$ cat src/apt_pkg.sv
// Shared types and constants of the affine point transform.
// Used by every module under src; depends on nothing.
package apt_pkg;

  // Default width of coordinate words (Q16.16 at 32 bits)
  localparam int unsigned COORD_W_DEF = 32;

  // Rotation coefficients: signed Q2.14, three to a 48-bit row register
  localparam int unsigned COEF_W    = 16;
  localparam int unsigned FRAC_BITS = 14;
  localparam int unsigned DIM       = 3;
  localparam int unsigned ROW_W     = DIM * COEF_W;

  // Translation registers are at most 32 bits wide (narrower if the coordinate is)
  localparam int unsigned TRANS_W = 32;

  // Configuration port
  localparam int unsigned CFG_ADDR_W = 3;
  localparam int unsigned CFG_DATA_W = ROW_W;

  // Identity coefficient, 1.0 in Q2.14
  localparam logic signed [COEF_W-1:0] COEF_ONE = 16'sd16384;

  typedef logic signed [COEF_W-1:0] coef_t;

  // Request command, carried in tuser
  typedef enum logic [1:0] {
    CMD_POINT     = 2'd0,
    CMD_INV_POINT = 2'd1,
    CMD_DIR       = 2'd2,
    CMD_INV_DIR   = 2'd3
  } cmd_t;

  // Configuration register indexes
  typedef enum logic [CFG_ADDR_W-1:0] {
    REG_ROT_ROW0 = 3'd0,
    REG_ROT_ROW1 = 3'd1,
    REG_ROT_ROW2 = 3'd2,
    REG_TRANS_X  = 3'd3,
    REG_TRANS_Y  = 3'd4,
    REG_TRANS_Z  = 3'd5
  } cfg_idx_t;

  // Per-request flags that travel down the pipeline
  typedef struct packed {
    logic inverse;  // use the transposed rotation
    logic add_t;    // add translation after rounding
  } op_flags_t;

endpackage

$ cat src/apt_sum.sv
// Stage 3: add the three products of each row together with the
// half-LSB rounding constant. Depends on apt_pkg.
module apt_sum #(
  parameter int unsigned CW = apt_pkg::COORD_W_DEF
) (
  input  logic                       clk,
  input  logic                       rst_n,
  input  logic                       valid_i,
  output logic                       ready_o,
  input  apt_pkg::op_flags_t         flags_i,
  input  logic signed [CW+16:0]      prod_i [apt_pkg::DIM][apt_pkg::DIM],
  output logic                       valid_o,
  input  logic                       ready_i,
  output apt_pkg::op_flags_t         flags_o,
  output logic signed [CW+18:0]      sum_o  [apt_pkg::DIM]
);
  import apt_pkg::*;

  localparam int unsigned PW = CW + 1 + COEF_W;
  localparam int unsigned SW = PW + 2;
  localparam logic signed [SW-1:0] RND = SW'(1) <<< (FRAC_BITS - 1);

  logic                 valid_r;
  op_flags_t            flags_r;
  logic signed [SW-1:0] sum_r   [DIM];
  logic signed [SW-1:0] sum_nxt [DIM];

  assign ready_o = !valid_r || ready_i;
  assign valid_o = valid_r;
  assign flags_o = flags_r;
  assign sum_o   = sum_r;

  // Exact dot product plus rounding offset, ties go up
  always_comb begin
    for (int i = 0; i < DIM; i++) begin
      sum_nxt[i] = SW'(prod_i[i][0]) + SW'(prod_i[i][1]) + SW'(prod_i[i][2]) + RND;
    end
  end

  always_ff @(posedge clk) begin
    if (!rst_n) begin
      valid_r <= 1'b0;
    end else if (ready_o) begin
      valid_r <= valid_i;
    end
  end

  always_ff @(posedge clk) begin
    if (ready_o && valid_i) begin
      flags_r <= flags_i;
      sum_r   <= sum_nxt;
    end
  end

endmodule

$ cat config.mk
export PLATFORM = sky130hd
export DESIGN_NAME = apt_sum
export DESIGN_NICKNAME = d
export VERILOG_FILES = /design/src/apt_pkg.sv /design/src/apt_sum.sv
export SDC_FILE = /design/constraint.sdc
export NUM_CORES = 1
export LEC_CHECK = 0
export ABC_AREA = 1
export BUFFER_PORTS_ARGS = -buffer_cell sky130_fd_sc_hd__buf_2
export CAP_MARGIN = 20
export CORE_ASPECT_RATIO = 0.9
export CORE_MARGIN = 3
export CORE_UTILIZATION = 27
export CTS_CLUSTER_DIAMETER = 40
export DETAILED_ROUTE_END_ITERATION = 10
export PLACE_DENSITY = 0.55
export SLEW_MARGIN = 25
export SYNTH_ARGS = -nofsm -noshare
export SYNTH_HDL_FRONTEND = slang
export SYNTH_SLANG_ARGS = --single-unit
export TNS_END_PERCENT = 20
$ cat constraint.sdc
create_clock -name clk -period 10.6 [get_ports clk]
set_input_delay 0.53 -clock clk [delete_from_list [all_inputs] [get_ports clk]]
set_output_delay 0.53 -clock clk [all_outputs]
set_load 0.005 [all_outputs]
---- Yosys cells after proc, flatten, opt, wreduce, memory -nomap -nowiden ----
Cells that the tools add are included.
storage, ports and cells
  bits of input ports ..................... 447
  output and inout port bits .............. 157
  register bits after elaboration ......... 156
operators by class
  add/subtract/negate cells ............... 9
  reductions and logical operators ........ 3
operators with widths
  kind                                             number
  adder 50 x 49 -> 51 bit                          3
  adder 51 x 15 -> 51 bit (second input constant)  3
  adder 49 x 49 -> 50 bit                          3
  logical AND 1 bit                                1
  logical NOT 1 bit                                1
  logical OR 1 bit                                 1

---- Longest topological paths before layout ----
Gate-level depths: netlist of run 1.
  word-level depth ........................ 3
  depth in mapped cells ................... 17
  gate-level depth less buffers ........... 17

---- Worst setup path after synthesis of run 1 ----
Ideal clock, no wire load.
  path kind ............................... input-to-reg
  from .................................... input valid_i
  to ...................................... register flags_r (netlist bit flags_o[0]) (enable)
  arrival time ............................ 8.020 ns
  buffers on the path ..................... 0
  stages .................................. 2
  setup time .............................. 0.720 ns
  setup slack ............................. 1.860 ns
  required time ........................... 9.880 ns
  cells stage by stage .................... inv_1 a21oi_1
on the way
  word-level cells in the longest chain between the ends .. 1
RTL lines
  what                  line           RTL
  start, declared       apt_sum.sv:8   input logic valid_i,
  logical AND 1 bit     apt_sum.sv:49  if (ready_o && valid_i) begin
  end signal, assigned  apt_sum.sv:50  flags_r <= flags_i;
  end, declared         apt_sum.sv:24  op_flags_t flags_r;
No other way between the ends.
A chain may end at the register's enable or synchronous reset.

==> results of run 1 <==
[metrics by stage]
step                      power [W]  util (%)  instances
after detailed placement    0.00385      32.3       5546
after global placement      0.00385      32.3       5546
final                       0.00455      33.0       5578
after floorplan             0.00280         -       3774
after global routing        0.00498      33.0       5578
after CTS                   0.00460      33.0       5578
[power by group through the flow]
stage                     registers, W  logic, W  clock network [W]
after floorplan                0.00105   0.00175                  0
after global placement         0.00105   0.00281                  0
after detailed placement       0.00104   0.00281                  0
after CTS                      0.00103   0.00282           0.000746
after global routing           0.00104   0.00318           0.000764
final                          0.00103   0.00281           0.000718
[area by class of cell]
type	count	area [µm²]	area share [%]
Clock inverter	14	194	0.655
Sequential cell	156	4670	15.8
Multi-Input combinational cell	2407	15300	51.5
Timing Repair Buffer	606	3040	10.3
Inverter	1211	4550	15.4
Clock buffer	18	429	1.45
Tap cell	1166	1460	4.93
[cell usage after synthesis, drive strengths merged]
| library cell | instances | area (µm²) |
|---|---|---|
| nor2 | 297 | 1270 |
| nand3b | 5 | 37.5 |
| a21oi | 90 | 450 |
| a21o | 3 | 22.5 |
| a21boi | 1 | 7.51 |
| o21bai | 13 | 97.6 |
| ha | 291 | 3640 |
| nor3 | 18 | 120 |
| dfxtp | 1 | 20.0 |
| nand4 | 27 | 169 |
| and2 | 5 | 37.5 |
| xor2 | 75 | 657 |
| nor4 | 6 | 37.5 |
| fa | 150 | 3000 |
| nand3 | 129 | 746 |
| inv | 1211 | 4550 |
| nand2 | 1297 | 4940 |
| edfxtp | 155 | 4650 |
[flip-flops by register name, summed over array words and instances (netlist names)]
name	count
valid_o	1
sum_o	153
flags_o	2
[logic make-up (layout without fill, tap and decap cells)]
group,count (synthesis),in the layout,share of synthesized area (%)
DFF,156,156,19.1
adders and majority gates,441,441,27.2
AOI/OAI and AO/OA,107,107,2.36
xor gates and xnor gates,75,75,2.69
and+or+nand+nor,1784,1784,30.1
buffers and inverters,1211,1849,18.6
[per-layer routing]
metal  routed length [µm]  vias to the layer above  track usage, %
li1                     -                    12215               -
met1                38700                    10525            23.6
met2                39300                      610            30.0
met3                 4510                       50            2.53
met4                 1160                        0            3.59
met5                    0                        -               0
[final timing paths]
path / start / endpoint / slack (ns) / cells past startpoint
setup / recovery: prod_i[371] / sum_o[136] / 7.47 / 15
hold / removal: flags_i[1] / flags_o[1] / 0.22 / 1
setup reg to reg: valid_o / sum_o[109] / 7.48 / 4
hold reg to reg: valid_o / valid_o / 0.55 / 2
[placed cells by master (no fill, tap or decap), drive strengths merged, types with 27 or more instances in the layout]
cell type / Yosys / routed
inv: 1211 / 1213
edfxtp: 155 / 155
nand2: 1297 / 1297
buf: 0 / 606
nor2: 297 / 297
fa: 150 / 150
ha: 291 / 291
nand3: 129 / 129
xor2: 75 / 75
a21oi: 90 / 90
nand4: 27 / 27
==> flow_summary.toml, run 1 <==
[routing]
drtAntennaViolNets = 0
routed_via_density = 4.20
routed_wl_mm = 83.6
drc = 0
vias = 23400
wl_per_cell_um = 15.0
dr.pass1.iters = 6
dr.first_iter.drc_count = 1410

[setup_path]
cp.arrival_ns = 3.38
worst_path_most_repeated_cell = "nand2_1"
critPathCaptureType = "flip-flop"
critPathKind = "in2reg"
critPathMaxStageDelay_ns = 0.54
crit_slowest_cell = "ha_1"
path_max_fanout = 4
cp.required_ns = 10.85
cp-start-kind = "input pin"
cp.buffers_inverters = 4
path_cells = "buf_2 -> inv_1 -> fa_1 -> inv_1 -> ha_1 -> ha_1 -> nand2_2 -> nor2_2 -> inv_2 -> nor2_1 -> nand2_1 -> a21oi_1 -> nor2_1 -> nand2_1 -> nand2_1"
crit_family = "adder cells"

[final_layout]
stdcell_area_um2 = 29600
syn_to_final_growth_pct = 21.0
nNetsFinal = 5287
fillers = 9944
diodes = 0
layout-drive-gt1-share_pct = 17.6

[timing]
slew_headroom_pct = 39.9
setup_viol = 0
fmax_ghz = 0.320
hold_slack_ns = 0.222
finalHoldViolations = 0
worst_slew_pin_slew_ns = 0.902
fin_setup_tns_ns = 0
clock_skew_ns = 0.0205
final.period_utilization_pct = 29.5
rsz0062_at_grt = "no"
period_needed_ns = 3.13
finalMaxSlewViolations = 0
setup_slack_ns = 7.47

[power_and_ir_drop]
switchingPower_w = 0.00223
peakVddDrop_mv = 0.0817
pwr-share-clk_pct = 15.8
comb_power_share_pct = 61.6
intPower_w = 0.00232
power_density_nw_per_um2 = 154
p_seq_share_pct = 22.6
p_leak_nw = 18.3
p_sw_share_pct = 49.1

[grt]
grt_start_max_net_pins = 58
gr-total-overflow = 0
antenna_found_initial = 1
track_usage_pct = 17.6
grt_pass1_wl_mm = 127
grt_pass1_vias = 23212

[synthesis]
synthCells = 3774
syn_nets = 4662
syn_area_um2 = 24500
yosysWarnings = 0
ys_ff_latch = 156
seq_area_frac_synth_pct = 19.1
synth_area_per_cell_um2 = 6.48
ys_types = 23

[floorplanning]
start_util_pct = 27.3
die_h_um = 292
die_area_um2 = 94200
io_pins = 604
die_w_um = 323
coreArea_um2 = 89700
placementRows = 104

[clocking]
cts_buffer_depth = 2
cts_resized = 0
cts_max_level = 4
cts_tree = "done"
cts_buffers = 17
root_buffer = "clkbuf_16"
worst_skew_pair.late_latency_ns = 0.50
clk_pin_slew_worst_paths_ns = 0.07
hold_buffers = 0
post-cts-setup-buffer-count = 0
cts.sinks = 156

[run]
cap_violations = 0

[place]
post_dp_cell_area_um2 = 29000
dp_slack_ns = 6.91
place_congestion = 0.968
portBuffers = 603
dp_hpwl_mm = 74.6

[outcome]
outcome = "finished, final reports clean"

[worst_hold_path]
hold_path.class = "in2reg"
Note: power is estimated with default switching activity, not from simulation.
==> run 2, diff against run 1 <==
--- a/config.mk
+++ b/config.mk
@@ -5,7 +5,7 @@
 export SDC_FILE = /design/constraint.sdc
 export NUM_CORES = 1
 export LEC_CHECK = 0
-export ABC_AREA = 1
+export ABC_AREA = 0
 export BUFFER_PORTS_ARGS = -buffer_cell sky130_fd_sc_hd__buf_2
 export CAP_MARGIN = 20
 export CORE_ASPECT_RATIO = 0.9
@@ -13,7 +13,7 @@
 export CORE_UTILIZATION = 27
 export CTS_CLUSTER_DIAMETER = 40
 export DETAILED_ROUTE_END_ITERATION = 10
-export PLACE_DENSITY = 0.55
+export PLACE_DENSITY = 0.57
 export SLEW_MARGIN = 25
 export SYNTH_ARGS = -nofsm -noshare
 export SYNTH_HDL_FRONTEND = slang
==> constraint.sdc (replaced) <==
create_clock -name clk -period 3.2 [get_ports clk]
set_input_delay 0.16 -clock clk [delete_from_list [all_inputs] [get_ports clk]]
set_output_delay 0.16 -clock clk [all_outputs]
set_load 0.005 [all_outputs]
==> flow_summary.toml, run 2 <==
[final_layout]
largest_reg_flops = 153
nNetsFinal = 3915
syn_to_final_growth_pct = 44.8
diodes = 0
mostFrequentLayoutCells = "buf_2, inv_1, buf_4"
layout_commonest_cell = "buf_2"
layout-drive-gt1-share_pct = 38.6

[synthesis]
async_flop_share_pct = 0
synth.most_common_cell = "inv_1"
synth_edf_count = 155
ys_types = 64
yosysWarnings = 0
seq_area_frac_synth_pct = 24.5
syn_nets = 2951
synthFlopType = "edfxtp_1"
synth_area_per_cell_um2 = 9.26
synthCells = 2063
ys_top_cells_by_area = "edfxtp_1, ha_1, fa_1, inv_1, a21oi_1"
netlist.area_leader.share_pct = 24.4
synth_commonest_cells = "inv_1, ha_1, edfxtp_1"
yosysTopAreaCell = "edfxtp_1"
ys_ff_latch = 156
syn_area_um2 = 19100

[setup_path]
critPathCaptureType = "flip-flop"
path_cells = "buf_6 -> inv_4 -> fa_1 -> inv_2 -> ha_4 -> ha_4 -> a211o_1 -> a211oi_2 -> a211oi_2 -> or3_1 -> o21a_4 -> nor2b_4 -> o31ai_4 -> a41oi_4 -> buf_4 -> o21ai_1 -> xnor2_1"
cp.arrival_ns = 3.48
cp.buffers_inverters = 4
crit_slowest_cell = "fa_1"
critPathKind = "in2reg"
critPathMaxStageDelay_ns = 0.57
cp.required_ns = 3.43
path_max_fanout = 2
cp-start-kind = "input pin"
worstSetupStartpoint = "prod_i[297]"
r2r-start = "valid_o"
crit_family = "compound AO/OA/AOI/OAI gates"

[timing]
slew_headroom_pct = 54.3
setup_viol = 10
period_needed_ns = 3.25
rsz0062_at_grt = "yes"
setup_slack_ns = -0.0488
clock_skew_ns = 0.00677
final.period_utilization_pct = 102
fmax_ghz = 0.308
fin_setup_tns_ns = -0.180
finalHoldViolations = 0
finalMaxSlewViolations = 0
worst_slew_pin_slew_ns = 0.685

[outcome]
violations = "setup timing"
outcome = "complete, but fails checks"

[worst_hold_path]
min_from = "prod_i[246]"
hold_path.class = "in2reg"

[grt]
grt_pass1_wl_mm = 95.4
grt_pass1_vias = 17929
track_usage_pct = 16.6
gr-total-overflow = 0
grt_start_max_net_pins = 103
antenna_found_initial = 0

[run]
cap_violations = 0

[routing]
dr.first_iter.drc_count = 653
wl_per_cell_um = 15.8
dr.pass1.iters = 5
drtAntennaViolNets = 0
routed_via_density = 4.38
drc = 0
routed_wl_mm = 62.8
vias = 17378

[clocking]
worst_skew_pair.late_latency_ns = 0.48
root_buffer = "clkbuf_16"
cts_buffer_depth = 2
cts.sinks = 156
cts_tree = "done"
cts_buffers = 17
clk_pin_slew_worst_paths_ns = 0.07
cts_max_level = 4

[power_and_ir_drop]
power_density_nw_per_um2 = 550
total_power_w = 0.0152
peakVddDrop_mv = 0.330
p_leak_nw = 14.8

[floorplanning]
die_w_um = 286
io_pins = 604
die_h_um = 258
start_util_pct = 27.6
placementRows = 91
coreArea_um2 = 69300
die_area_um2 = 74000

[place]
portBuffers = 603
dp_hpwl_mm = 53.8
place_congestion = 0.884
[run 2: cell types whose count changed after synthesis, moves of 73 or more]
| cell | before | now |
|---|---|---|
| nor2_1 | 235 | 67 |
| nand3_1 | 109 | 36 |
| inv_1 | 1197 | 539 |
| a21o_1 | 3 | 83 |
| xnor2_1 | 0 | 83 |
| nand2_1 | 1267 | 97 |
[run 2: layout make-up]
type	count	area (µm²)
fillers	6993	41700
flip-flops and latches	156	4670
repair buffers	981	5900
clock inverters	13	92.6
well taps	930	1160
multi-input cells	1332	13400
inverters	539	2030
clock buffers	19	433
[run 2: worst reg2reg max path: stages, from the launching register on]
cell,delay (ns)
dfxtp_1,0.31
nand2b_1,0.10
and2_4,0.31
buf_12,0.48
[run 2: worst paths after layout]
check	end	slack (ns)	depth (start not counted)
setup reg to reg	sum_o[107]	1.50	3
hold / removal	sum_o[52]	0.14	3
hold reg to reg	sum_o[43]	0.86	2
setup / recovery	sum_o[145]	-0.05	17
[run 2: metal layers]
layer | GRT usage, % | part of all wire [%] | vias up
met5 | 0 | 0 | -
met4 | 4.24 | 1.8 | 0
met3 | 4.42 | 6.4 | 51
met2 | 29.9 | 50 | 464
met1 | 19.4 | 41 | 8093
li1 | - | - | 8770
[run 2: power breakdown]
group	switching [W]	leakage, nW	internal, W
Sequential	0.000188	1.51	0.00324
Combinational	0.00497	13.0	0.00482
Clock	0.00101	0.257	0.000996
Total	0.00617	14.8	0.00906
[run 2: cell families (layout without fill, tap and decap cells)]
logic type	after synthesis	count (layout)	synth area share, %
buffers and inverters	575	1552	11.3
muxes	1	1	0.0524
adders and majority gates	441	441	34.8
DFF	156	156	24.5
xor gates and xnor gates	139	139	6.37
and+or+nand+nor	304	304	7.57
AOI/OAI and AO/OA	447	447	15.4
[run 2: metrics by stage]
stage	setup WS, ns	hold slack (ns)	util [%]	instances	instance area (µm²)
after global routing	-0.160	0.134	39.9	3970	27700
final	-0.0488	0.137	39.9	3970	27700
after global placement	-0.951	0.339	37.2	3909	25800
after detailed placement	-0.978	0.340	37.2	3909	25800
after floorplan	-0.456	0.259	-	2063	19100
after CTS	-0.0497	0.0863	38.9	3960	26900
[run 2: what timing repair did]
item / 4_1_cts / 5_1_grt
gates cloned: 0 / 0
hold buffers: 4 / 0
buffers inserted: 15 / 11
setup endpoints to repair: 57 / 54
pin swaps: 45 / 61
gates resized for setup: 81 / 105
hold endpoints to repair: 3 / 0
