File: src/apt_pkg.sv
// Shared types and constants of the affine point transform.
// Used by every module under src; depends on nothing.
package apt_pkg;

  // Default width of coordinate words (Q16.16 at 32 bits)
  localparam int unsigned COORD_W_DEF = 32;

  // Rotation coefficients: signed Q2.14, three to a 48-bit row register
  localparam int unsigned COEF_W    = 16;
  localparam int unsigned FRAC_BITS = 14;
  localparam int unsigned DIM       = 3;
  localparam int unsigned ROW_W     = DIM * COEF_W;

  // Translation registers are at most 32 bits wide (narrower if the coordinate is)
  localparam int unsigned TRANS_W = 32;

  // Configuration port
  localparam int unsigned CFG_ADDR_W = 3;
  localparam int unsigned CFG_DATA_W = ROW_W;

  // Identity coefficient, 1.0 in Q2.14
  localparam logic signed [COEF_W-1:0] COEF_ONE = 16'sd16384;

  typedef logic signed [COEF_W-1:0] coef_t;

  // Request command, carried in tuser
  typedef enum logic [1:0] {
    CMD_POINT     = 2'd0,
    CMD_INV_POINT = 2'd1,
    CMD_DIR       = 2'd2,
    CMD_INV_DIR   = 2'd3
  } cmd_t;

  // Configuration register indexes
  typedef enum logic [CFG_ADDR_W-1:0] {
    REG_ROT_ROW0 = 3'd0,
    REG_ROT_ROW1 = 3'd1,
    REG_ROT_ROW2 = 3'd2,
    REG_TRANS_X  = 3'd3,
    REG_TRANS_Y  = 3'd4,
    REG_TRANS_Z  = 3'd5
  } cfg_idx_t;

  // Per-request flags that travel down the pipeline
  typedef struct packed {
    logic inverse;  // use the transposed rotation
    logic add_t;    // add translation after rounding
  } op_flags_t;

endpackage

File: src/apt_prep.sv
// Stage 1: decode the command and form the operand vector (v - t for the
// inverse point). Depends on apt_pkg.
module apt_prep #(
  parameter int unsigned CW = apt_pkg::COORD_W_DEF
) (
  input  logic                     clk,
  input  logic                     rst_n,
  input  logic                     valid_i,
  output logic                     ready_o,
  input  apt_pkg::cmd_t            cmd_i,
  input  logic signed [CW-1:0]     vin_i   [apt_pkg::DIM],
  input  logic signed [CW-1:0]     trans_i [apt_pkg::DIM],
  output logic                     valid_o,
  input  logic                     ready_i,
  output apt_pkg::op_flags_t       flags_o,
  output logic signed [CW:0]       opnd_o  [apt_pkg::DIM]
);
  import apt_pkg::*;

  localparam int unsigned DW = CW + 1;

  logic                valid_r;
  op_flags_t           flags_r;
  op_flags_t           flags_nxt;
  logic signed [DW-1:0] opnd_r   [DIM];
  logic signed [DW-1:0] opnd_nxt [DIM];

  assign ready_o = !valid_r || ready_i;
  assign valid_o = valid_r;
  assign flags_o = flags_r;
  assign opnd_o  = opnd_r;

  // Decode the command and subtract translation for the inverse point
  always_comb begin
    flags_nxt.inverse = (cmd_i == CMD_INV_POINT) || (cmd_i == CMD_INV_DIR);
    flags_nxt.add_t   = (cmd_i == CMD_POINT);
    for (int i = 0; i < DIM; i++) begin
      if (cmd_i == CMD_INV_POINT) begin
        opnd_nxt[i] = DW'(vin_i[i]) - DW'(trans_i[i]);
      end else begin
        opnd_nxt[i] = DW'(vin_i[i]);
      end
    end
  end

  // Hold the stage valid until the next stage takes it
  always_ff @(posedge clk) begin
    if (!rst_n) begin
      valid_r <= 1'b0;
    end else if (ready_o) begin
      valid_r <= valid_i;
    end
  end

  always_ff @(posedge clk) begin
    if (ready_o && valid_i) begin
      flags_r <= flags_nxt;
      opnd_r  <= opnd_nxt;
    end
  end

endmodule

File: config.mk
export PLATFORM = sky130hd
export DESIGN_NAME = apt_prep
export DESIGN_NICKNAME = d
export VERILOG_FILES = /design/src/apt_pkg.sv /design/src/apt_prep.sv
export SDC_FILE = /design/constraint.sdc
export NUM_CORES = 1
export LEC_CHECK = 0
export BUFFER_PORTS_ARGS = -buffer_cell sky130_fd_sc_hd__buf_2
export CAP_MARGIN = 15
export CORE_UTILIZATION = 52
export CTS_CLUSTER_DIAMETER = 60
export DETAILED_ROUTE_END_ITERATION = 8
export GPL_TIMING_DRIVEN = 1
export PLACE_DENSITY = 0.87
export RECOVER_POWER = 50
export SKIP_LAST_GASP = 1
export SYNTH_ARGS = -nofsm -noshare
export SYNTH_HDL_FRONTEND = slang
export SYNTH_SLANG_ARGS = --single-unit
File: constraint.sdc
create_clock -name clk -period 4.2 [get_ports clk]
set_input_delay 0.21 -clock clk [delete_from_list [all_inputs] [get_ports clk]]
set_output_delay 0.21 -clock clk [all_outputs]
set_load 0.01 [all_outputs]
# After elaboration in Yosys (flattened, before gate mapping)
# Index checks and enable logic that the tools add are counted.
# totals
mem_bits_rw	0
inputBits	198
mem_bits_ro	0
n_memories	0
latchBits	0
ff_bits	102
# op_classes
n_mux	3
mul	0
bitwise_logic	0
order_cmp	0
n_div	0
shifts	0
reduce_logical	5
n_eq_ne	2
n_addsub	3
# ops
cell	n
2-to-1 mux 33 bit	3
subtractor 32 x 32 -> 33 bit	3
== test 2 x 1 -> 1 bit, second input constant	1
== test 2 bit, second input constant	1
zero test 2 bit	1
logical OR 1 bit	2
logical AND 1 bit	1
zero test 1 bit	1

# Logic depth before layout (Yosys ltp)
# Gate-level depths: netlist of run 1.
# depth
word_depth	3
depth_mapped	12
depth_no_buf	12

# Least setup slack after synthesis of run 1
# Ideal clock, no wire load.
# synth_timing
path_type	reg2reg
startpoint	register valid_r (netlist: valid_o)
endpoint	register flags_r, in the netlist flags_o[0] (enable)
path_buffers	0
arrival_time_ps	2854
slack_ps	874
synth_period_minus_slack_ps	3326
path_stages_with_launch	3
cell_sequence	dfxtp_1 nand2b_1 and2_1
# synth_via
elab_chain_cells	3
# synth_lines
element	line_no	rtl
from (decl)	apt_prep.sv:22	logic valid_r;
from (signal assigned)	apt_prep.sv:51	valid_r <= valid_i;
zero test 1 bit	apt_prep.sv:28	assign ready_o = !valid_r || ready_i;
logical OR 1 bit	apt_prep.sv:28	
net ready_o	apt_prep.sv:9	output logic ready_o,
logical AND 1 bit	apt_prep.sv:56	if (ready_o && valid_i) begin
to (signal assigned)	apt_prep.sv:57	flags_r <= flags_nxt;
to (decl)	apt_prep.sv:23	op_flags_t flags_r;
# The timed path passes the listed nets, and every way through them passes these cells.
# A chain may end at the register's enable or synchronous reset.

==> results of run 1 <==
-- worst max-delay path: cells and delay by family --
kind,cells,cell delay [ns]
compound gates,6,1.52
buf+inv,2,0.13
simple gates,3,0.71
fa+ha+maj,2,0.61
-- state kept, by name, indices dropped and copies added, names as in the netlist --
register  cells
flags_o       2
opnd_o       99
valid_o       1
-- synthesized netlist by cell type (all sizes together), types with 17 or more instances --
cell type	n	share of area
a21o	46	0.037
a21oi	74	0.040
clkbuf	33	0.013
edfxtp	101	0.32
ha	96	0.13
inv	117	0.047
nand2	148	0.059
nand3	22	0.012
nor2	39	0.016
nor2b	17	0.011
o21ai	120	0.065
xnor2	38	0.036
xor2	35	0.033
-- cell type report --
| type | count | area, um^2 |
|---|---|---|
| clock buffer | 9 | 225 |
| multi-input combinational | 840 | 5730 |
| clock inverter | 7 | 50.0 |
| antenna | 3 | 7.51 |
| tap | 225 | 282 |
| sequential | 102 | 3050 |
| inverter | 117 | 439 |
| timing repair buffer | 306 | 1410 |
| fill | 1529 | 6230 |
-- stage by stage --
step                std cells  area [um^2]  power (uW)
floorplan                1101         9360        2070
global placement         1590        11000        2400
detailed placement       1590        11000        2430
CTS                      1606        11300        3260
global route             1607        11200        3400
finish                   1609        11200        3230
-- path summary, 6_finish.rpt --
path | slack (ns) | depth (start not counted) | endpoint | start
max reg2reg | 2.35 | 3 | opnd_o[10] | valid_o
max | 1.25 | 13 | opnd_o[63] | vin_i[32]
min | 0.14 | 2 | valid_o | rst_n
min reg2reg | 0.59 | 2 | valid_o | valid_o
-- routing by layer --
metal | vias up | routed length [um] | track usage
met5 | - | 0 | 0
met4 | 0 | 839 | 0.125
met3 | 61 | 1600 | 0.0425
met2 | 359 | 11900 | 0.443
met1 | 4119 | 10800 | 0.327
li1 | 4515 | - | -
-- cells by family (layout without fill, tap and decap cells) --
logic type               count (synthesis)  count (layout)
AND/OR/NAND/NOR                        320             320
XOR/XNOR                                73              73
adder cells (fa/ha/maj)                 99              99
flip-flops                             102             102
buffers and inverters                  159             439
AO/OA/AOI/OAI                          345             345
multiplexers                             3               3
other                                    0               3
-- where the power goes --
| part | internal [uW] | switching (uW) | leakage, uW | total (uW) |
|---|---|---|---|---|
| sequential | 1230 | 22.5 | 0.000994 | 1250 |
| combinational | 477 | 677 | 0.00418 | 1150 |
| clock | 405 | 415 | 0.000129 | 820 |
| total | 2110 | 1110 | 0.00531 | 3230 |
==> flow_summary.toml, run 1 <==
[status]
status = "completed"

[synthesis]
synth.distinct_cells = 78
yosys_warnings = 0
synth_top_family_by_area = "compound AO/OA/AOI/OAI gates"
synthXorXnorAreaFrac = 0.0683
synthMuxAreaShare = 0.00347
avgSynthCellArea_um2 = 8.50
netlist_instances = 1101
synth_area_um2 = 9360
synthFlopType = "edfxtp_1"
synth_edf_count = 101
synth_seq_cells = 102
ys_seq_area_frac = 0.326
synth-async-reset-ratio = 0
synth_compound_area_frac = 0.240
synth_fa_ha_area_frac = 0.135
yosys.area_share.simple = 0.164
synth_nets = 1398

[clocking]
clkTransAtPathRegs_ns = 0.07
cts_setup_buffers = 0
cts_buffers = 9
h-tree-depth = 3
cts_root_buf = "clkbuf_16"
cts-resized-gates = 0
clock_path_buffers = 2
cts_hold_buf = 0
cts_sinks = 102
cts_tree = "done"
clk_latency_ns = 0.35

[sta]
hold-worst-slack_ns = 0.139
timing_hold_violations_final = 0
layout_min_cycle_time_ns = 2.95
setup_tns_ns = 0
rsz0062_at_grt = "no"
tightest_slew_ns = 1.16
min_period_over_period = 0.702
max_freq_mhz = 339
finalWorstSetupSlack_ns = 1.25
skew_ns = 0.00903
slew_viol_final = 0
relSlewSlack = 0.225
finalSetupViolations = 0

[critical_path]
critPathMostFrequentCell = "a211oi_2"
slowest_delay_ns = 0.54
worstSetupStartpointType = "input port"
cp-end-kind = "register"
crit_type = "input port to register"
required_ns = 4.41
crit_slowest_cell = "o31ai_1"
cp.arrival_ns = 3.16
cp_max_fo = 4
cp_cell_sequence = "buf_2 > inv_1 > ha_1 > fa_1 > nand2b_1 > a21oi_1 > a211oi_2 > o31ai_1 > a211oi_2 > o21ai_2 > a311oi_2 > or4_1 > nand3_1"

[grt]
grt.overflow.total = 0
grt_max_degree = 86
antenna_found_initial = 2
first_global_vias = 8613
grtUsageTotal = 0.263
grt_pass1_wl_um = 39200

[placed_design]
port_buffers = 300
dp_slack_ns = 0.958
place_congestion = 0.915
dp_hpwl_um = 19800

[hold_path]
worstHoldPathType = "input port to register"

[pwr]
cellLeakagePower_uw = 0.00531
peakVddDrop_v = 0.000209
power_density_nw_per_um2 = 288

[finish]
fin_util = 0.642
syn2layout_area_growth_pct = 19.5
most-common-layout-cells = "buf_2 (195), nand2_1 (148), inv_1 (117), clkbuf_1 (107), o21ai_0 (106)"
layout-drive-gt1-share = 0.176
nets = 1673
final_common_cell = "buf_2"

[floorplanning]
chipWidth_um = 136
num_rows = 48
die_y_um = 136
ioPinCount = 301
die-area_um2 = 18500
fp.coreArea_um2 = 17400
initial_core_util = 0.538

[drt]
drt-total-wl_um = 25100
drc = 0
drt_iter0_markers = 571
postRouteAntennaNets = 0
dr.pass1.iters = 5
via_per_inst = 5.63
via_count = 9054
wl_per_cell_um = 15.6

[flow_run]
maxCapViolCount = 0
Power figures use the tool's default switching activity.
==> run 2, diff against run 1 <==
clock period = 2.97 ns   (was 4.2 ns; I/O delays follow)
==> run 2 against run 1 <==
The flow now finishes with violations (capacitance limit, slew limit). Critical path depth stayed put. Core utilization grew 0.78 points. Via count increased by 1.0%. Sequential cell count did not move. Global-route usage is 0.34 points higher. Critical endpoint is now opnd_o[96]. Wire length shrank 0.23%. Combinational power grew 44%. Sequential power up 42%.
==> flow_summary.toml, run 2 (synthesized netlist as in run 1, its figures left out) <==
[drt]
via_count = 9148
drt_iter0_markers = 490
dr.pass1.iters = 6
drt-total-wl_um = 25100
postRouteAntennaNets = 0
via_per_inst = 5.65
wl_per_cell_um = 15.5
drc = 0

[finish]
multi_input_area_um2 = 5720
regArea_um2 = 3050
largest_reg_flops = 99
final_cell_count_no_fill = 1619
syn2layout_area_growth_pct = 21.0
final_common_cell = "buf_2"
most-common-layout-cells = "buf_2 (195), nand2_1 (148), inv_1 (117), clkbuf_1 (107), o21ai_0 (106)"
nets = 1684
layout-drive-gt1-share = 0.182
num-fill-cells = 1455

[clocking]
cts_root_buf = "clkbuf_16"
cts_buffers = 9
cts_setup_buffers = 0
clock_path_buffers = 2
clkTransAtPathRegs_ns = 0.07
cts-resized-gates = 0
cts_hold_buf = 0
cts_sinks = 102
h-tree-depth = 3
cts_tree = "done"
clk_latency_ns = 0.35

[floorplanning]
initial_core_util = 0.538
die-area_um2 = 18500
chipWidth_um = 136
fp.coreArea_um2 = 17400
die_y_um = 136
num_rows = 48
ioPinCount = 301

[hold_path]
worstHoldPathType = "input port to register"
min_delay_worst_endpoint = "valid_o"
worst_hold_startpoint = "valid_i"
hold_path_depth = 3

[placed_design]
dp_hpwl_um = 19700
placed_cells = 1601
port_buffers = 300
place_congestion = 0.913

[sta]
setup_tns_ns = 0
finalSetupViolations = 0
slew_viol_final = 61
layout_min_cycle_time_ns = 2.66
relSlewSlack = -0.467
min_period_over_period = 0.896
rsz0062_at_grt = "no"
tightest_slew_ns = 2.20
skew_ns = 0.00445
max_freq_mhz = 376
timing_hold_violations_final = 0

[critical_path]
r2r_cells = 3
r2r_slack_ns = 0.98
cp_max_fo = 5
crit_start = "vin_i[64]"
r2r_end = "opnd_o[29]"
cp-end-kind = "register"
worstSetupStartpointType = "input port"
cp.arrival_ns = 2.75
r2r-start = "valid_o"
crit_type = "input port to register"
required_ns = 3.06

[grt]
grt_max_degree = 62
antenna_found_initial = 3
grtUsageTotal = 0.266
grt_pass1_wl_um = 39300
grt.overflow.total = 0
first_global_vias = 8539

[pwr]
seq_power_share = 0.376
switching_share = 0.328
power_frac_clock = 0.273
combPwrFrac = 0.351
cellLeakagePower_uw = 0.00539
power_density_nw_per_um2 = 417
peakVddDrop_v = 0.000289
p_int_uw = 3170
p_switching_uw = 1550

[status]
status = "finished with violations"
violations = "capacitance limit, slew limit"

[flow_run]
maxCapViolCount = 1
[run 2: cell types whose count changed in the layout (fill, tap and decap cells not counted)]
cell / delta
a21boi_0: -1
a21boi_1: +1
and2_2: +1
and2_4: -1
buf_12: +2
buf_4: +11
bufinv_16: +2
clkinv_1: -1
clkinv_4: -2
clkinvlp_4: -1
inv_6: -1
nand2b_1: +1
nand2b_4: -1
[run 2: final cells by class]
| class | instances | area share |
|---|---|---|
| tap | 225 | 0.0249 |
| timing repair buffer | 317 | 0.134 |
| clock inverter | 4 | 0.00641 |
| sequential | 102 | 0.270 |
| inverter | 117 | 0.0388 |
| multi-input combinational | 840 | 0.505 |
| antenna | 3 | 0.000663 |
| clock buffer | 11 | 0.0205 |
[run 2: worst max path at each step]
stage,slack [ns],endpoint
floorplan,0.33,opnd_o[94]
global placement,0.08,opnd_o[96]
detailed placement,-0.05,opnd_o[96]
CTS,0.33,opnd_o[96]
global route,0.10,opnd_o[96]
finish,0.31,opnd_o[96]
[run 2: per-stage QoR]
step	worst slack (ns)	power [uW]	hold WS, ns	util	area (um^2)
floorplan	0.327	2930	0.287	-	9370
global route	0.101	4980	0.0519	0.650	11300
global placement	0.0776	3420	0.411	0.640	11200
finish	0.308	4720	0.0538	0.650	11300
detailed placement	-0.0541	3460	0.415	0.640	11200
CTS	0.328	4750	0.0458	0.658	11500
[run 2: worst max-delay path: stages]
cell	delay [ns]
buf_2	0.08
inv_1	0.04
ha_1	0.21
fa_1	0.41
nor2b_1	0.17
o21ai_1	0.09
a21boi_1	0.24
o41ai_2	0.16
nor3b_2	0.26
o21ai_1	0.18
o31ai_2	0.45
a41o_1	0.23
nand3_1	0.07
[run 2: routing by layer]
metal / part of all wire / vias up / global-route usage
li1: - / 4534 / -
met1: 0.41 / 4138 / 0.325
met2: 0.48 / 405 / 0.449
met3: 0.072 / 71 / 0.0421
met4: 0.039 / 0 / 0.143
met5: 0 / - / 0
[run 2: power groups by stage]
stage / logic [uW] / registers, uW / clock network (uW)
CTS: 1670 / 1770 / 1310
global placement: 1620 / 1800 / 0
finish: 1660 / 1770 / 1290
floorplan: 1060 / 1870 / 0
global route: 1840 / 1790 / 1350
detailed placement: 1660 / 1800 / 0
==> run 3, diff against run 2 <==
CTS_BUF_LIST = sky130_fd_sc_hd__clkbuf_2 sky130_fd_sc_hd__clkbuf_4 sky130_fd_sc_hd__clkbuf_8   (was default)
SETUP_SLACK_MARGIN = 0.4   (was default)
==> run 3 against run 2 <==
The flow now finishes without violations. Maximum frequency increased by 6.3%. Combinational power grew 2%. Clock skew grew 0.0036 ns. Global-route usage about the same. Sequential cell count stayed put. Die area unchanged. First-iteration DRC count is 23% higher. Sequential power about the same. Highest routed layer is now met5.
==> flow_summary.toml, run 3 (synthesized netlist as in run 1, its figures left out) <==
[grt]
grtUsageTotal = 0.267
grt.overflow.total = 0
grt_pass1_wl_um = 39300
grt_max_degree = 73
antenna_found_initial = 3
first_global_vias = 8590

[critical_path]
critPathMostFrequentCell = "a21boi_2"
required_ns = 3.11
crit_slowest_cell = "fa_1"
r2r-start = "valid_o"
crit_type = "input port to register"
cp-end-kind = "register"
cp_max_fo = 4
path_delay_family = "compound AO/OA/AOI/OAI gates"
cp.arrival_ns = 2.64
worstSetupStartpointType = "input port"
r2r_end = "opnd_o[9]"
slowest_delay_ns = 0.42
cp.depth = 13
r2r_cells = 3
cp_cell_sequence = "buf_2 > inv_1 > ha_1 > fa_1 > nor2b_1 > o21ai_1 > a21boi_2 > o41ai_4 > o211a_1 > a21boi_2 > a21oi_2 > o2111a_1 > a221o_1"
r2r_slack_ns = 0.59
crit_buf_inv = 2
crit_start = "vin_i[64]"

[pwr]
peakVddDrop_v = 0.000214
power_density_nw_per_um2 = 380
cellLeakagePower_uw = 0.00535

[drt]
routed-wl-met3_um = 1820
drt_iter0_markers = 601
via_per_inst = 5.70
wirelength_met1_um = 10600
drt-total-wl_um = 25500
postRouteAntennaNets = 0
wl_per_cell_um = 15.7
via_count = 9245
dr.pass1.iters = 5
wl_met2_um = 12000
drc = 0
routed.top_layer = "met5"

[finish]
largest_reg_flops = 99
final_cell_count_no_fill = 1621
layout-drive-gt1-share = 0.197
syn2layout_area_growth_pct = 21.0
final_common_cell = "buf_2"
nets = 1687
most-common-layout-cells = "buf_2 (195), nand2_1 (148), inv_1 (116), o21ai_0 (106), clkbuf_1 (104)"

[floorplanning]
fp.coreArea_um2 = 17400
die_y_um = 136
chipWidth_um = 136
ioPinCount = 301
num_rows = 48
initial_core_util = 0.538
die-area_um2 = 18500

[hold_path]
hold_path_depth = 3
worstHoldPathType = "input port to register"
min_delay_worst_endpoint = "valid_o"
worst_hold_startpoint = "valid_i"

[status]
status = "completed"

[sta]
rsz0062_at_grt = "yes"
hold-worst-slack_ns = 0.0287
finalWorstSetupSlack_ns = 0.465
slew_viol_final = 0
max_freq_mhz = 399
finalSetupViolations = 0
timing_hold_violations_final = 0
tightest_slew_ns = 1.47
skew_ns = 0.00809
relSlewSlack = 0.0209
min_period_over_period = 0.843
layout_min_cycle_time_ns = 2.51

[clocking]
cts_root_buf = "clkbuf_8"
clk_latency_ns = 0.38
h-tree-depth = 3
cts_tree = "done"
cts_buffers = 9
clkTransAtPathRegs_ns = 0.10
cts_sinks = 102
clock_path_buffers = 2

[placed_design]
dp_hpwl_um = 19900
place_congestion = 0.917
dp_slack_ns = -0.00664
placed_cells = 1601
port_buffers = 300

[flow_run]
maxCapViolCount = 0
## run 3: cell count changes in the layout (fill, tap and decap cells not counted), moves of 3 or more
cell       change
clkbuf_16      -9
clkbuf_8       +9
clkbuf_1       -3
buf_4          +3
a21oi_1        -4
a21oi_2        +4
o31ai_4        +3
## run 3: layout make-up
cell class	instances	area, um^2
clock inverters	6	37.5
well taps	225	282
diodes	1	2.50
clock buffers	10	131
repair buffers	320	1530
inverters	117	439
flip-flops and latches	102	3050
fillers	1494	6090
multi-input cells	840	5860
## run 3: worst max path at each step
stage / endpoint
global placement: opnd_o[96]
floorplan: opnd_o[94]
detailed placement: opnd_o[96]
global route: opnd_o[28]
finish: opnd_o[94]
CTS: opnd_o[96]
## run 3: per-layer routing
metal | vias up | track usage
met1 | 4199 | 0.323
met2 | 413 | 0.451
met3 | 93 | 0.0433
li1 | 4536 | -
met4 | 4 | 0.143
met5 | - | 0
## run 3: what timing repair did
item | 4_1_cts | 5_1_grt
setup endpoints to repair | 0 | 17
hold buffers | 1 | 0
gates resized for setup | 0 | 22
hold endpoints to repair | 1 | 0
buffers inserted | 0 | 2
## run 3: metrics by stage
stage                util   TNS, ns  total power [uW]  instance area [um^2]
finish              0.651         0              4310                 11300
floorplan               -         0              2930                  9380
detailed placement  0.640  -0.00664              3460                 11200
global placement    0.640         0              3420                 11200
global route        0.651         0              4580                 11300
CTS                 0.651         0              4300                 11300
## run 3: tightest hold or removal path, delay by kind of cell
kind | cells | cell delay [ns]
buffers and inverters | 2 | 0.15
AO/OA/AOI/OAI | 1 | 0.06
## run 3: report_power, final
group / internal [uW] / total (uW) / switching (uW) / leakage (uW)
Sequential: 1740 / 1780 / 33.7 / 0.000994
Clock: 313 / 833 / 520 / 0.0000852
Combinational: 710 / 1700 / 989 / 0.00427
