**src/apt_pkg.sv**
```systemverilog
// Shared types and constants of the affine point transform.
// Used by every module under src; depends on nothing.
package apt_pkg;

  // Default width of coordinate words (Q16.16 at 32 bits)
  localparam int unsigned COORD_W_DEF = 32;

  // Rotation coefficients: signed Q2.14, three to a 48-bit row register
  localparam int unsigned COEF_W    = 16;
  localparam int unsigned FRAC_BITS = 14;
  localparam int unsigned DIM       = 3;
  localparam int unsigned ROW_W     = DIM * COEF_W;

  // Translation registers are at most 32 bits wide (narrower if the coordinate is)
  localparam int unsigned TRANS_W = 32;

  // Configuration port
  localparam int unsigned CFG_ADDR_W = 3;
  localparam int unsigned CFG_DATA_W = ROW_W;

  // Identity coefficient, 1.0 in Q2.14
  localparam logic signed [COEF_W-1:0] COEF_ONE = 16'sd16384;

  typedef logic signed [COEF_W-1:0] coef_t;

  // Request command, carried in tuser
  typedef enum logic [1:0] {
    CMD_POINT     = 2'd0,
    CMD_INV_POINT = 2'd1,
    CMD_DIR       = 2'd2,
    CMD_INV_DIR   = 2'd3
  } cmd_t;

  // Configuration register indexes
  typedef enum logic [CFG_ADDR_W-1:0] {
    REG_ROT_ROW0 = 3'd0,
    REG_ROT_ROW1 = 3'd1,
    REG_ROT_ROW2 = 3'd2,
    REG_TRANS_X  = 3'd3,
    REG_TRANS_Y  = 3'd4,
    REG_TRANS_Z  = 3'd5
  } cfg_idx_t;

  // Per-request flags that travel down the pipeline
  typedef struct packed {
    logic inverse;  // use the transposed rotation
    logic add_t;    // add translation after rounding
  } op_flags_t;

endpackage

```
**src/apt_sat.sv**
```systemverilog
// Stage 4: drop the fraction bits, add translation for the point command,
// saturate and hold the result in the output register. Depends on apt_pkg.
module apt_sat #(
  parameter int unsigned CW = apt_pkg::COORD_W_DEF
) (
  input  logic                       clk,
  input  logic                       rst_n,
  input  logic                       valid_i,
  output logic                       ready_o,
  input  apt_pkg::op_flags_t         flags_i,
  input  logic signed [CW+18:0]      sum_i   [apt_pkg::DIM],
  input  logic signed [CW-1:0]       trans_i [apt_pkg::DIM],
  output logic                       valid_o,
  input  logic                       ready_i,
  output logic signed [CW-1:0]       vout_o  [apt_pkg::DIM],
  output logic                       sat_o
);
  import apt_pkg::*;

  localparam int unsigned SW = CW + 1 + COEF_W + 2;
  localparam int unsigned QW = SW - FRAC_BITS;
  localparam int unsigned RW = QW + 1;
  localparam logic signed [CW-1:0] VMAX = {1'b0, {(CW-1){1'b1}}};
  localparam logic signed [CW-1:0] VMIN = {1'b1, {(CW-1){1'b0}}};

  logic                 valid_r;
  logic signed [CW-1:0] vout_r   [DIM];
  logic signed [CW-1:0] vout_nxt [DIM];
  logic                 sat_r;
  logic                 sat_nxt;
  logic signed [QW-1:0] quot     [DIM];
  logic signed [RW-1:0] res      [DIM];
  logic [RW-CW:0]       top_bits [DIM];
  logic                 fits     [DIM];

  assign ready_o = !valid_r || ready_i;
  assign valid_o = valid_r;
  assign vout_o  = vout_r;
  assign sat_o   = sat_r;

  // Floor shift, optional translation, clip to the coordinate range
  always_comb begin
    sat_nxt = 1'b0;
    for (int i = 0; i < DIM; i++) begin
      quot[i] = QW'(sum_i[i] >>> FRAC_BITS);
      res[i]  = RW'(quot[i]) + (flags_i.add_t ? RW'(trans_i[i]) : RW'(0));
      top_bits[i] = res[i][RW-1:CW-1];
      fits[i] = (top_bits[i] == '0) || (top_bits[i] == '1);
      if (fits[i]) begin
        vout_nxt[i] = res[i][CW-1:0];
      end else begin
        vout_nxt[i] = res[i][RW-1] ? VMIN : VMAX;
        sat_nxt     = 1'b1;
      end
    end
  end

  always_ff @(posedge clk) begin
    if (!rst_n) begin
      valid_r <= 1'b0;
    end else if (ready_o) begin
      valid_r <= valid_i;
    end
  end

  always_ff @(posedge clk) begin
    if (ready_o && valid_i) begin
      vout_r <= vout_nxt;
      sat_r  <= sat_nxt;
    end
  end

endmodule

```
**config.mk**
```make
export PLATFORM = sky130hd
export DESIGN_NAME = apt_sat
export DESIGN_NICKNAME = d
export VERILOG_FILES = /design/src/apt_pkg.sv /design/src/apt_sat.sv
export SDC_FILE = /design/constraint.sdc
export NUM_CORES = 1
export LEC_CHECK = 0
export BUFFER_PORTS_ARGS = -buffer_cell sky130_fd_sc_hd__buf_4
export CORE_AREA = 2 2 156 158
export CTS_CLUSTER_DIAMETER = 150
export CTS_CLUSTER_SIZE = 40
export DETAILED_ROUTE_END_ITERATION = 8
export DIE_AREA = 0 0 158 160
export HOLD_SLACK_MARGIN = 0.06
export PLACE_DENSITY = 0.9
export SLEW_MARGIN = 30
export SYNTH_ARGS = -nofsm -noshare
export SYNTH_HDL_FRONTEND = slang
export SYNTH_SLANG_ARGS = --single-unit
```
**constraint.sdc**
```tcl
create_clock -name clk -period 4.1 [get_ports clk]
set_input_delay 0.615 -clock clk [delete_from_list [all_inputs] [get_ports clk]]
set_output_delay 0.615 -clock clk [all_outputs]
set_load 0.01 [all_outputs]
```
# ---- Word level (Yosys, flattened, before mapping)
# Cells that the tools add are included.
dict set report classes {
  n_reduce_logical 10
  eq_ne 3
  muxes 10
  addsub 3
}
# operator n
set ops {}
lappend ops {{32-bit two-way mux} 6}
lappend ops {{37-bit by 38-bit adder with 38-bit output} 3}
lappend ops {{38-bit two-way mux} 3}
lappend ops {{7-bit equality test, second input constant} 3}
lappend ops {{7-bit logical NOT} 3}
lappend ops {{1-bit logical OR} 4}
lappend ops {{2-bit AND reduction} 1}
lappend ops {{1-bit logical AND} 1}
lappend ops {{1-bit logical NOT} 1}
lappend ops {{1-bit two-way mux} 1}
dict set report totals {
  wordCells 31
  output_inout_bits 99
  regBits 98
}

# ---- Depth between registers and ports, before layout
# Gate-level depths: netlist of run 1.
dict set report logic_depth {
  depth_word 5
  depth_mapped 17
  mapped_depth_nobuf 13
}

# ---- Worst setup path after synthesis of run 1
# Ideal clock, no wire load.
dict set report synth_path {
  kind {input port to flip-flop}
  from {in flags_i[0] (netlist name)}
  to {reg vout_r (netlist bit vout_o[1]) (data pin)}
  t_arrival_ps 4177
  setup_slack_ps -337
  setup_ps 260
  n_path_buf 4
  stages 16
  path_cell_list {clkbuf_1 > clkbuf_1 > and2_1 > ha_1 > buf_2 > a21oi_1 > o21ai_1 > or4_1 > or3_1 > a21boi_1 > o21ba_2 > xnor2_1 > or4b_1 > mux2_2 > buf_6 > mux2_4}
}
# item line
set synth_rtl {}
lappend synth_rtl {{from (decl)} apt_sat.sv:10} ;# input apt_pkg::op_flags_t flags_i,
lappend synth_rtl {{to (signal assigned)} apt_sat.sv:68} ;# vout_r <= vout_nxt;
lappend synth_rtl {{to (decl)} apt_sat.sv:27} ;# logic signed [CW-1:0] vout_r [DIM];

==> impl_metrics.tcl, run 1 <==
set metrics [dict create \
    gr-total-overflow 0 \
    crit_type "in -> reg" \
    power.density_nw_per_um2 260.8 \
    p_leak_nw 8.083 \
    cp_max_fo 29 \
    grt_antenna_before_repair 1 \
    period_minus_slack_ns 4.036 \
    p_total_mw 4.397 \
    rr_startpoint "valid_o" \
    grt_max_degree 59 \
    num_vias 12791 \
    drive_gt1_share_pct 39.51 \
    yosys.cell_types.count 87 \
    dr.pass1.iters 6 \
    ir_worst_vdd_v 0.0001978 \
    grt_pass1_wl_um 62310 \
    seq_area_frac_synth_pct 26.28 \
    end_kind "flip-flop" \
    final_net_count 2270 \
    hold_buffers 0 \
    core_area_um2 23820 \
    cp_top_family "simple AND/OR/NAND/NOR gates" \
    arrival_ns 4.21 \
    dp_worst_setup_slack_ns -0.6866 \
    synth_cells 1297 \
    vias_per_cell 5.733 \
    finalCritPeriodShare_pct 98.45 \
    clockRootBuffer "clkbuf_16" \
    maxSlewHeadroom_pct 54.45 \
    insertion_delay_ns 0.36 \
    hold_path_class "in -> reg" \
    setup_violations 0 \
    post_synth.cell_area_avg_um2 8.603 \
    worst_setup_path_start_kind "input port" \
    antenna_left 0 \
    clk_pin_slew_ns 0.08 \
    drt_iter0_drc 1109 \
    finalWorstSetupSlack_ns 0.06371 \
    wire_per_inst_um 18.10 \
    r2r_end "vout_o[17]" \
    r2r_cells 3 \
    drt-total-wl_um 40370 \
    required_ns 4.27 \
    rows 57 \
    syn_to_final_growth_pct 51.09 \
    fin_setup_tns_ns 0 \
    cts.sinks 98 \
    r2r_setup_slack_ns 2.20 \
    worstMarginPinSlew_ns 0.6833 \
    port_buffers 310 \
    initial_utilization_pct 46.84 \
    dieWidth_um 158 \
    die_area_um2 25280 \
    gr-usage-all-layers_pct 30.65 \
    cts_buffers 9 \
    crit_buf_inv 3 \
    skew_ns 0.006102 \
    async_flop_share_pct 0 \
    fp.dieH_um 160 \
    status "finished, final reports clean" \
    maxCapViolCount 0 \
    crit_chain "buf_16, buf_4, and2_1, ha_1, a21oi_2, o21ai_1, or4_1, or3_4, a21boi_2, o21ba_2, xnor2_1, or4b_1, mux2_4, buf_6, o21ai_0" \
    netlist_area_um2 11160 \
    fmax_mhz 247.8 \
    slowest_delay_ns 0.54 \
    cts_tree "yes" \
    crit_slowest_cell "or4_1" \
    drc 0 \
    synth-seq-cells 98 \
    crit_end "vout_o[13]" \
    place_congestion 0.9952 \
    synth_fp_nets 1666 \
    hpwl_um 32260 \
    clock_tree.htree_level_count 3 \
    crit_start "flags_i[0]" \
    grt_pass1_vias 13012 \
    synthFlopType "edfxtp_1" \
    ys_warn_count 0 \
    nFillCells 1784 \
    drv_slew 0 \
    most-common-layout-cells "649 x buf_4, 110 x a21oi_1, 107 x nand2_1, 104 x ha_1, 100 x and2_1" \
    crit_cells 15 \
    final_common_cell "buf_4" \
    synth-edff-count 97 \
    pin_count 354 \
    timing_hold_violations_final 0 \
    cts_buffer_depth 2 \
]
[what timing repair did]
item / in CTS / in global routing
setup endpoints to repair: 94 / 91
setup buffers: 0 / 3
pin swaps: 0 / 7
gates cloned: 0 / 1
resized for setup: 8 / 34
[area by class of cell]
type                       count  area, um^2  area share (%)
sequential                    98        2933           17.40
antenna                        1       2.502         0.01484
multi-input combinational   1109        8113           48.12
tap                          324       405.4           2.405
timing repair buffer         656        5016           29.75
clock inverter                 7       62.56          0.3711
inverter                      27       101.3          0.6012
clock buffer                   9       225.2           1.336
[synth_stat cells, types with 5 or more instances]
| cell | count | area, um^2 |
|---|---|---|
| o211ai_1 | 17 | 127.6 |
| a21o_1 | 65 | 488.0 |
| nor2_1 | 70 | 262.8 |
| nand2_1 | 107 | 401.6 |
| a21oi_1 | 117 | 585.6 |
| and3_1 | 18 | 112.6 |
| a2111oi_0 | 7 | 61.31 |
| o21bai_1 | 15 | 112.6 |
| and2_1 | 106 | 663.1 |
| o21ai_1 | 8 | 40.04 |
| inv_1 | 26 | 97.59 |
| clkbuf_1 | 38 | 142.6 |
| a21oi_2 | 5 | 43.79 |
| nand3_1 | 27 | 135.1 |
| o21ai_0 | 90 | 450.4 |
| buf_2 | 16 | 80.08 |
| mux2i_1 | 34 | 340.3 |
| ha_1 | 111 | 1389 |
| nor3_1 | 14 | 70.07 |
| a21boi_0 | 9 | 67.56 |
| nand4_1 | 26 | 162.7 |
| o31ai_1 | 5 | 37.54 |
| edfxtp_1 | 97 | 2913 |
| a211oi_1 | 19 | 142.6 |
| o21a_1 | 11 | 82.58 |
| nand2b_1 | 7 | 43.79 |
| or4_1 | 8 | 60.06 |
| xor2_1 | 51 | 446.7 |
| xnor2_1 | 44 | 385.4 |
| a31oi_1 | 16 | 100.1 |
| or3_1 | 7 | 43.79 |
[worst min-delay path by stage]
stage	start	end	cells past startpoint
floorplan	valid_o	valid_o	2
global placement	valid_o	valid_o	2
detailed placement	valid_o	valid_o	2
CTS	rst_n	valid_o	2
global route	rst_n	valid_o	2
finish	rst_n	valid_o	2
[worst reg2reg max path, delay by kind of cell (launching register included)]
family	cells	cell delay, ns
DFF	1	0.32
and+or+nand+nor	2	0.71
buffers and inverters	1	0.52
[per-stage QoR]
stage,cells,cell area [um^2],utilization [%],hold slack (ns)
final,2231,16860,70.77,0.5431
after global routing,2230,16860,70.76,0.5402
after CTS,2226,16670,69.98,0.5436
after detailed placement,2210,16340,68.60,0.6205
after global placement,2210,16340,68.60,0.5975
after floorplan,1297,11350,-,0.6096
[logic make-up (layout without fill, tap and decap cells)]
logic type | count (synthesis) | in the layout | share of synthesized area, %
adder cells (fa/ha/maj) | 114 | 114 | 12.98
multiplexers | 41 | 41 | 3.891
buffers and inverters | 90 | 699 | 3.543
AND/OR/NAND/NOR | 419 | 419 | 19.58
other | 0 | 1 | 0
XOR/XNOR | 95 | 95 | 7.457
flip-flops | 98 | 98 | 26.28
AO/OA/AOI/OAI | 440 | 440 | 26.26
[routing by layer]
metal / up-vias / GRT usage [%] / share of wire, %
met1: 5940 / 35.09 / 39
met5: - / 0 / 0
li1: 6085 / - / -
met4: 0 / 14.62 / 4.5
met3: 135 / 5.943 / 7.5
met2: 631 / 54.29 / 49
[sequential cells by signal (all words and copies together), names as in the netlist]
signal and flops:
vout_o 96, sat_o 1, valid_o 1
[power by group]
group          internal, mW  total, mW  switching (mW)  leakage [nW]
Combinational          1.11       2.20            1.09          7.02
Sequential             1.26       1.30          0.0405         0.931
Clock                 0.426      0.890           0.464         0.132
Total                  2.80       4.40            1.60          8.08
(Power assumes the default switching activity.)
==> run 2: changes to the inputs <==
- BUFFER_PORTS_ARGS: -buffer_cell sky130_fd_sc_hd__buf_4 -> -buffer_cell sky130_fd_sc_hd__clkbuf_2
- CORE_AREA: 2 2 156 158 -> 5 5 159 161
- DIE_AREA: 0 0 158 160 -> 0 0 164 166
==> impl_metrics.tcl, run 2 (synthesized netlist as in run 1, its figures left out) <==
set metrics [dict create \
    end_kind "flip-flop" \
    rr_startpoint "valid_o" \
    most-common-layout-cells "310 x clkbuf_2, 308 x buf_4, 107 x nand2_1, 106 x a21oi_1, 102 x ha_1" \
    nFillCells 1745 \
    timing_hold_violations_final 0 \
    arrival_ns 4.27 \
    core_area_um2 23820 \
    wire_per_inst_um 18.26 \
    hpwl_um 32510 \
    insertion_delay_ns 0.36 \
    period_minus_slack_ns 4.089 \
    fp.dieH_um 166 \
    cts.sinks 98 \
    grt_pass1_vias 13231 \
    clock_tree.htree_level_count 3 \
    r2r_end "vout_o[3]" \
    vias_per_cell 5.891 \
    pin_count 354 \
    final_common_cell "clkbuf_2" \
    gr-total-overflow 0 \
    fmax_mhz 244.6 \
    hold_buffers 0 \
    drc 0 \
    drt-total-wl_um 40190 \
    drv_slew 0 \
    num_vias 12966 \
    clk_pin_slew_ns 0.09 \
    ir_worst_vdd_v 0.0002557 \
    antenna_left 0 \
    initial_utilization_pct 46.84 \
    hold_path_class "in -> reg" \
    setup_violations 0 \
    dieWidth_um 164 \
    die_area_um2 27220 \
    gr-usage-met2_pct 47.98 \
    r2r_setup_slack_ns 2.14 \
    maxCapViolCount 0 \
    gr-usage-all-layers_pct 27.86 \
    final_net_count 2239 \
    maxSlewHeadroom_pct 40.25 \
    drt_iter0_drc 1149 \
    status "finished, final reports clean" \
    cts_buffers 9 \
    clockRootBuffer "clkbuf_16" \
    r2r_cells 3 \
    rsz0062_at_grt "true" \
    multi_input_area_um2 8143 \
    cts_tree "yes" \
    power.density_nw_per_um2 273.6 \
    p_total_mw 4.342 \
    grt_antenna_before_repair 5 \
    holdWs_ns 0.4963 \
    drive_gt1_share_pct 39.04 \
    worstHoldStart "rst_n" \
    port_buffers 310 \
    crit_type "in -> reg" \
    grt_pass1_wl_um 62790 \
    cp_max_fo 35 \
    grt_max_degree 62 \
    whs_endpoint "valid_o" \
    use_met3_pct 6.056 \
    p_leak_nw 7.739 \
    worstMarginPinSlew_ns 0.8962 \
    finalCritPeriodShare_pct 99.72 \
    rows 57 \
    cts_buffer_depth 2 \
    seq_area_um2 2933 \
    syn_to_final_growth_pct 42.23 \
    skew_ns 0.01726 \
    grt.busiest_layer "met2" \
    place_congestion 1.064 \
    required_ns 4.28 \
    largest_register_ff_count 96 \
    whs_path_depth 2 \
    dr.pass1.iters 9 \
    worst_setup_path_start_kind "input port" \
    use_met1_pct 31.57 \
]
-- run 2: final cells by class --
| cell class | instances | share of cell area (%) |
|---|---|---|
| Multi-Input combinational cell | 1110 | 51.31 |
| Timing Repair Buffer | 624 | 24.94 |
| Sequential cell | 98 | 18.48 |
| Tap cell | 324 | 2.554 |
| Clock buffer | 10 | 1.443 |
| Inverter | 27 | 0.6386 |
| Clock inverter | 6 | 0.6071 |
| Antenna cell | 2 | 0.03154 |
-- run 2: worst max-delay path by stage --
stage / cells after the start / from / endpoint
after floorplan: 16 / flags_i[0] / vout_o[1]
after global placement: 17 / flags_i[0] / vout_o[82]
after detailed placement: 15 / flags_i[0] / sat_o
after CTS: 15 / flags_i[0] / sat_o
after global routing: 14 / flags_i[0] / sat_o
final: 17 / flags_i[0] / vout_o[7]
-- run 2: critical path, stage by stage --
cell	delay, ns
clkbuf_2	0.12
buf_12	0.16
and2_1	0.18
ha_1	0.33
and2_1	0.18
a41oi_1	0.22
a21boi_0	0.15
o21a_1	0.25
buf_4	0.15
nor4_1	0.34
a211oi_2	0.11
buf_4	0.16
a31o_2	0.21
nand4bb_1	0.23
mux2_4	0.37
buf_4	0.21
o21ai_0	0.24
-- run 2: power by group --
group          internal, mW  switching (mW)
Sequential             1.26          0.0376
Clock                 0.546           0.434
Combinational         0.966            1.10
Total                  2.77            1.57
-- run 2: layer usage --
metal	share of wire, %	wire length (um)
met2	49	19590
met4	5.6	2247
met5	0.080	32
met3	8.6	3456
met1	37	14870
-- run 2: metrics by stage --
step / setup TNS (ns) / std cells / util [%] / cell area (um^2) / worst slack (ns)
floorplan: -0.3911 / 1297 / - / 11350 / -0.1873
global placement: -29.63 / 2175 / 64.19 / 15290 / -0.4512
detailed placement: -35.44 / 2175 / 64.19 / 15290 / -0.4810
CTS: 0 / 2192 / 65.74 / 15660 / 0.00009015
global route: -2.052 / 2200 / 66.61 / 15870 / -0.06970
finish: 0 / 2201 / 66.62 / 15870 / 0.01139
-- run 2: repair_timing --
| action | 4_1_cts | 5_1_grt |
|---|---|---|
| setup buffers | 1 | 6 |
| resized for setup | 8 | 56 |
| setup endpoints to repair | 65 | 94 |
| gates cloned | 0 | 1 |
| pin swaps | 1 | 9 |
==> run 3: changes to the inputs <==
- BUFFER_PORTS_ARGS: -buffer_cell sky130_fd_sc_hd__clkbuf_2 -> default
- CORE_AREA: 5 5 159 161 -> 5 5 143 145
- DIE_AREA: 0 0 164 166 -> 0 0 148 150
- DONT_BUFFER_PORTS: default -> 1
==> impl_metrics.tcl, run 3 (synthesized netlist as in run 1, its figures left out) <==
set metrics [dict create \
    status "finished, final reports clean" \
    vias_per_cell 6.652 \
    use_met1_pct 35.14 \
    fp.dieH_um 150 \
    crit_slowest_cell "or4_1" \
    required_ns 4.33 \
    dieWidth_um 148 \
    syn_to_final_growth_pct 10.73 \
    wire_per_inst_um 21.23 \
    gr-usage-met2_pct 49.55 \
    gr-total-overflow 0 \
    crit_chain "and2_1, ha_1, a21oi_1, o21ai_0, or4_1, or3_1, a21boi_1, o21ba_2, xnor2_1, or4b_1, mux2_4, buf_12, o21ai_0, buf_4" \
    p_total_mw 3.677 \
    grt_max_degree 97 \
    cts_buffer_depth 2 \
    most-common-layout-cells "110 x a21oi_1, 107 x nand2_1, 105 x ha_1, 101 x and2_1" \
    timing_hold_violations_final 0 \
    hold_path_class "in -> reg" \
    port_buffers 0 \
    initial_utilization_pct 58.48 \
    maxSlewHeadroom_pct 45.77 \
    finalCritPeriodShare_pct 95.05 \
    skew_ns 0.01179 \
    place_congestion 0.9838 \
    cts.sinks 98 \
    worstHoldStart "rst_n" \
    dp.cells 1572 \
    drive_gt1_share_pct 13.04 \
    largest_register_ff_count 96 \
    grt.busiest_layer "met2" \
    r2r_cells 3 \
    crit_type "in -> reg" \
    final_util_pct 64.76 \
    final_common_cell "a21oi_1" \
    num_vias 10576 \
    crit_start "flags_i[0]" \
    slowest_delay_ns 0.43 \
    dp_worst_setup_slack_ns -0.1113 \
    rsz0062_at_grt "false" \
    ir_worst_vdd_v 0.0001694 \
    worst_setup_path_start_kind "input port" \
    clk_pin_slew_ns 0.08 \
    clock_tree.htree_level_count 3 \
    grt_antenna_before_repair 5 \
    drc 0 \
    arrival_ns 4.13 \
    fmax_mhz 256.6 \
    maxCapViolCount 0 \
    pin_count 354 \
    hpwl_um 27020 \
    grt_pass1_wl_um 52220 \
    setup_violations 0 \
    whs_path_depth 1 \
    finalWorstSetupSlack_ns 0.2029 \
    cts_tree "yes" \
    grt_pass1_vias 10381 \
    period_minus_slack_ns 3.897 \
    drt-total-wl_um 33760 \
    drv_slew 0 \
    gr-usage-all-layers_pct 28.91 \
    stdcell_count 1590 \
    insertion_delay_ns 0.36 \
    core_area_um2 19080 \
    rr_startpoint "valid_o" \
    clockRootBuffer "clkbuf_16" \
    end_kind "flip-flop" \
    antenna_left 0 \
    cts_setup_buffers 0 \
    cts_buffers 9 \
    cp_max_fo 96 \
    power.density_nw_per_um2 297.6 \
    rows 51 \
    die_area_um2 22200 \
    p_leak_nw 5.348 \
    final_net_count 1714 \
    use_met3_pct 6.329 \
    dr.pass1.iters 5 \
    worstMarginPinSlew_ns 0.8134 \
    holdWs_ns 0.4159 \
    critPathMostFrequentCell "o21ai_0" \
    drt_iter0_drc 678 \
]
run 3: cell count changes in the layout (fill, tap and decap cells not counted), moves of 4 or more:
cell,previous run,this run
a2111oi_0,3,7
a211oi_1,12,18
a211oi_2,8,4
a21oi_1,106,110
buf_4,308,97
clkbuf_2,310,0
o21ai_0,72,89
o21ai_1,21,8
o21ai_2,5,1
run 3: layer usage:
layer | part of all wire (%) | vias to the layer above | wire length, um
met1 | 40 | 4963 | 13360
met5 | 0.12 | - | 39
met2 | 47 | 546 | 15950
met3 | 9.2 | 99 | 3098
li1 | - | 4962 | -
met4 | 3.9 | 6 | 1311
run 3: worst paths after layout:
check | to | slack [ns]
worst min register to register | valid_o | 0.73
worst min-delay path | valid_o | 0.42
worst max register to register | vout_o[14] | 2.07
worst max-delay path | vout_o[3] | 0.20
run 3: power breakdown:
group | internal, mW | switching (mW) | leakage [nW]
logic | 0.628 | 0.842 | 4.28
registers | 1.27 | 0.108 | 0.931
clock network | 0.415 | 0.415 | 0.135
run 3: layout make-up:
type                    instances  area [um^2]
multi-input cells            1109         7961
fillers                      1537         6724
flip-flops and latches         98         2933
repair buffers                100        788.3
well taps                     238        297.8
clock buffers                  10        229.0
inverters                      27        101.3
clock inverters                 6        40.04
diodes                          2        5.005
run 3: timing repair:
action	in CTS	in global routing
resized for setup	0	1
setup endpoints to repair	0	1
hold buffers	0	0
run 3: through the flow:
step,instance area (um^2),TNS [ns]
after floorplan,11350,-0.3911
after global placement,12080,-0.05059
after detailed placement,12080,-1.292
after CTS,12350,0
after global routing,12360,0
final,12360,0
run 3: worst max-delay path: cells and delay by family:
family          cells  cell delay [ns]
xor+xnor            1             0.10
simple gates        4             1.39
compound gates      5             1.02
fa+ha+maj           1             0.32
buf+inv             2             0.33
mux                 1             0.33
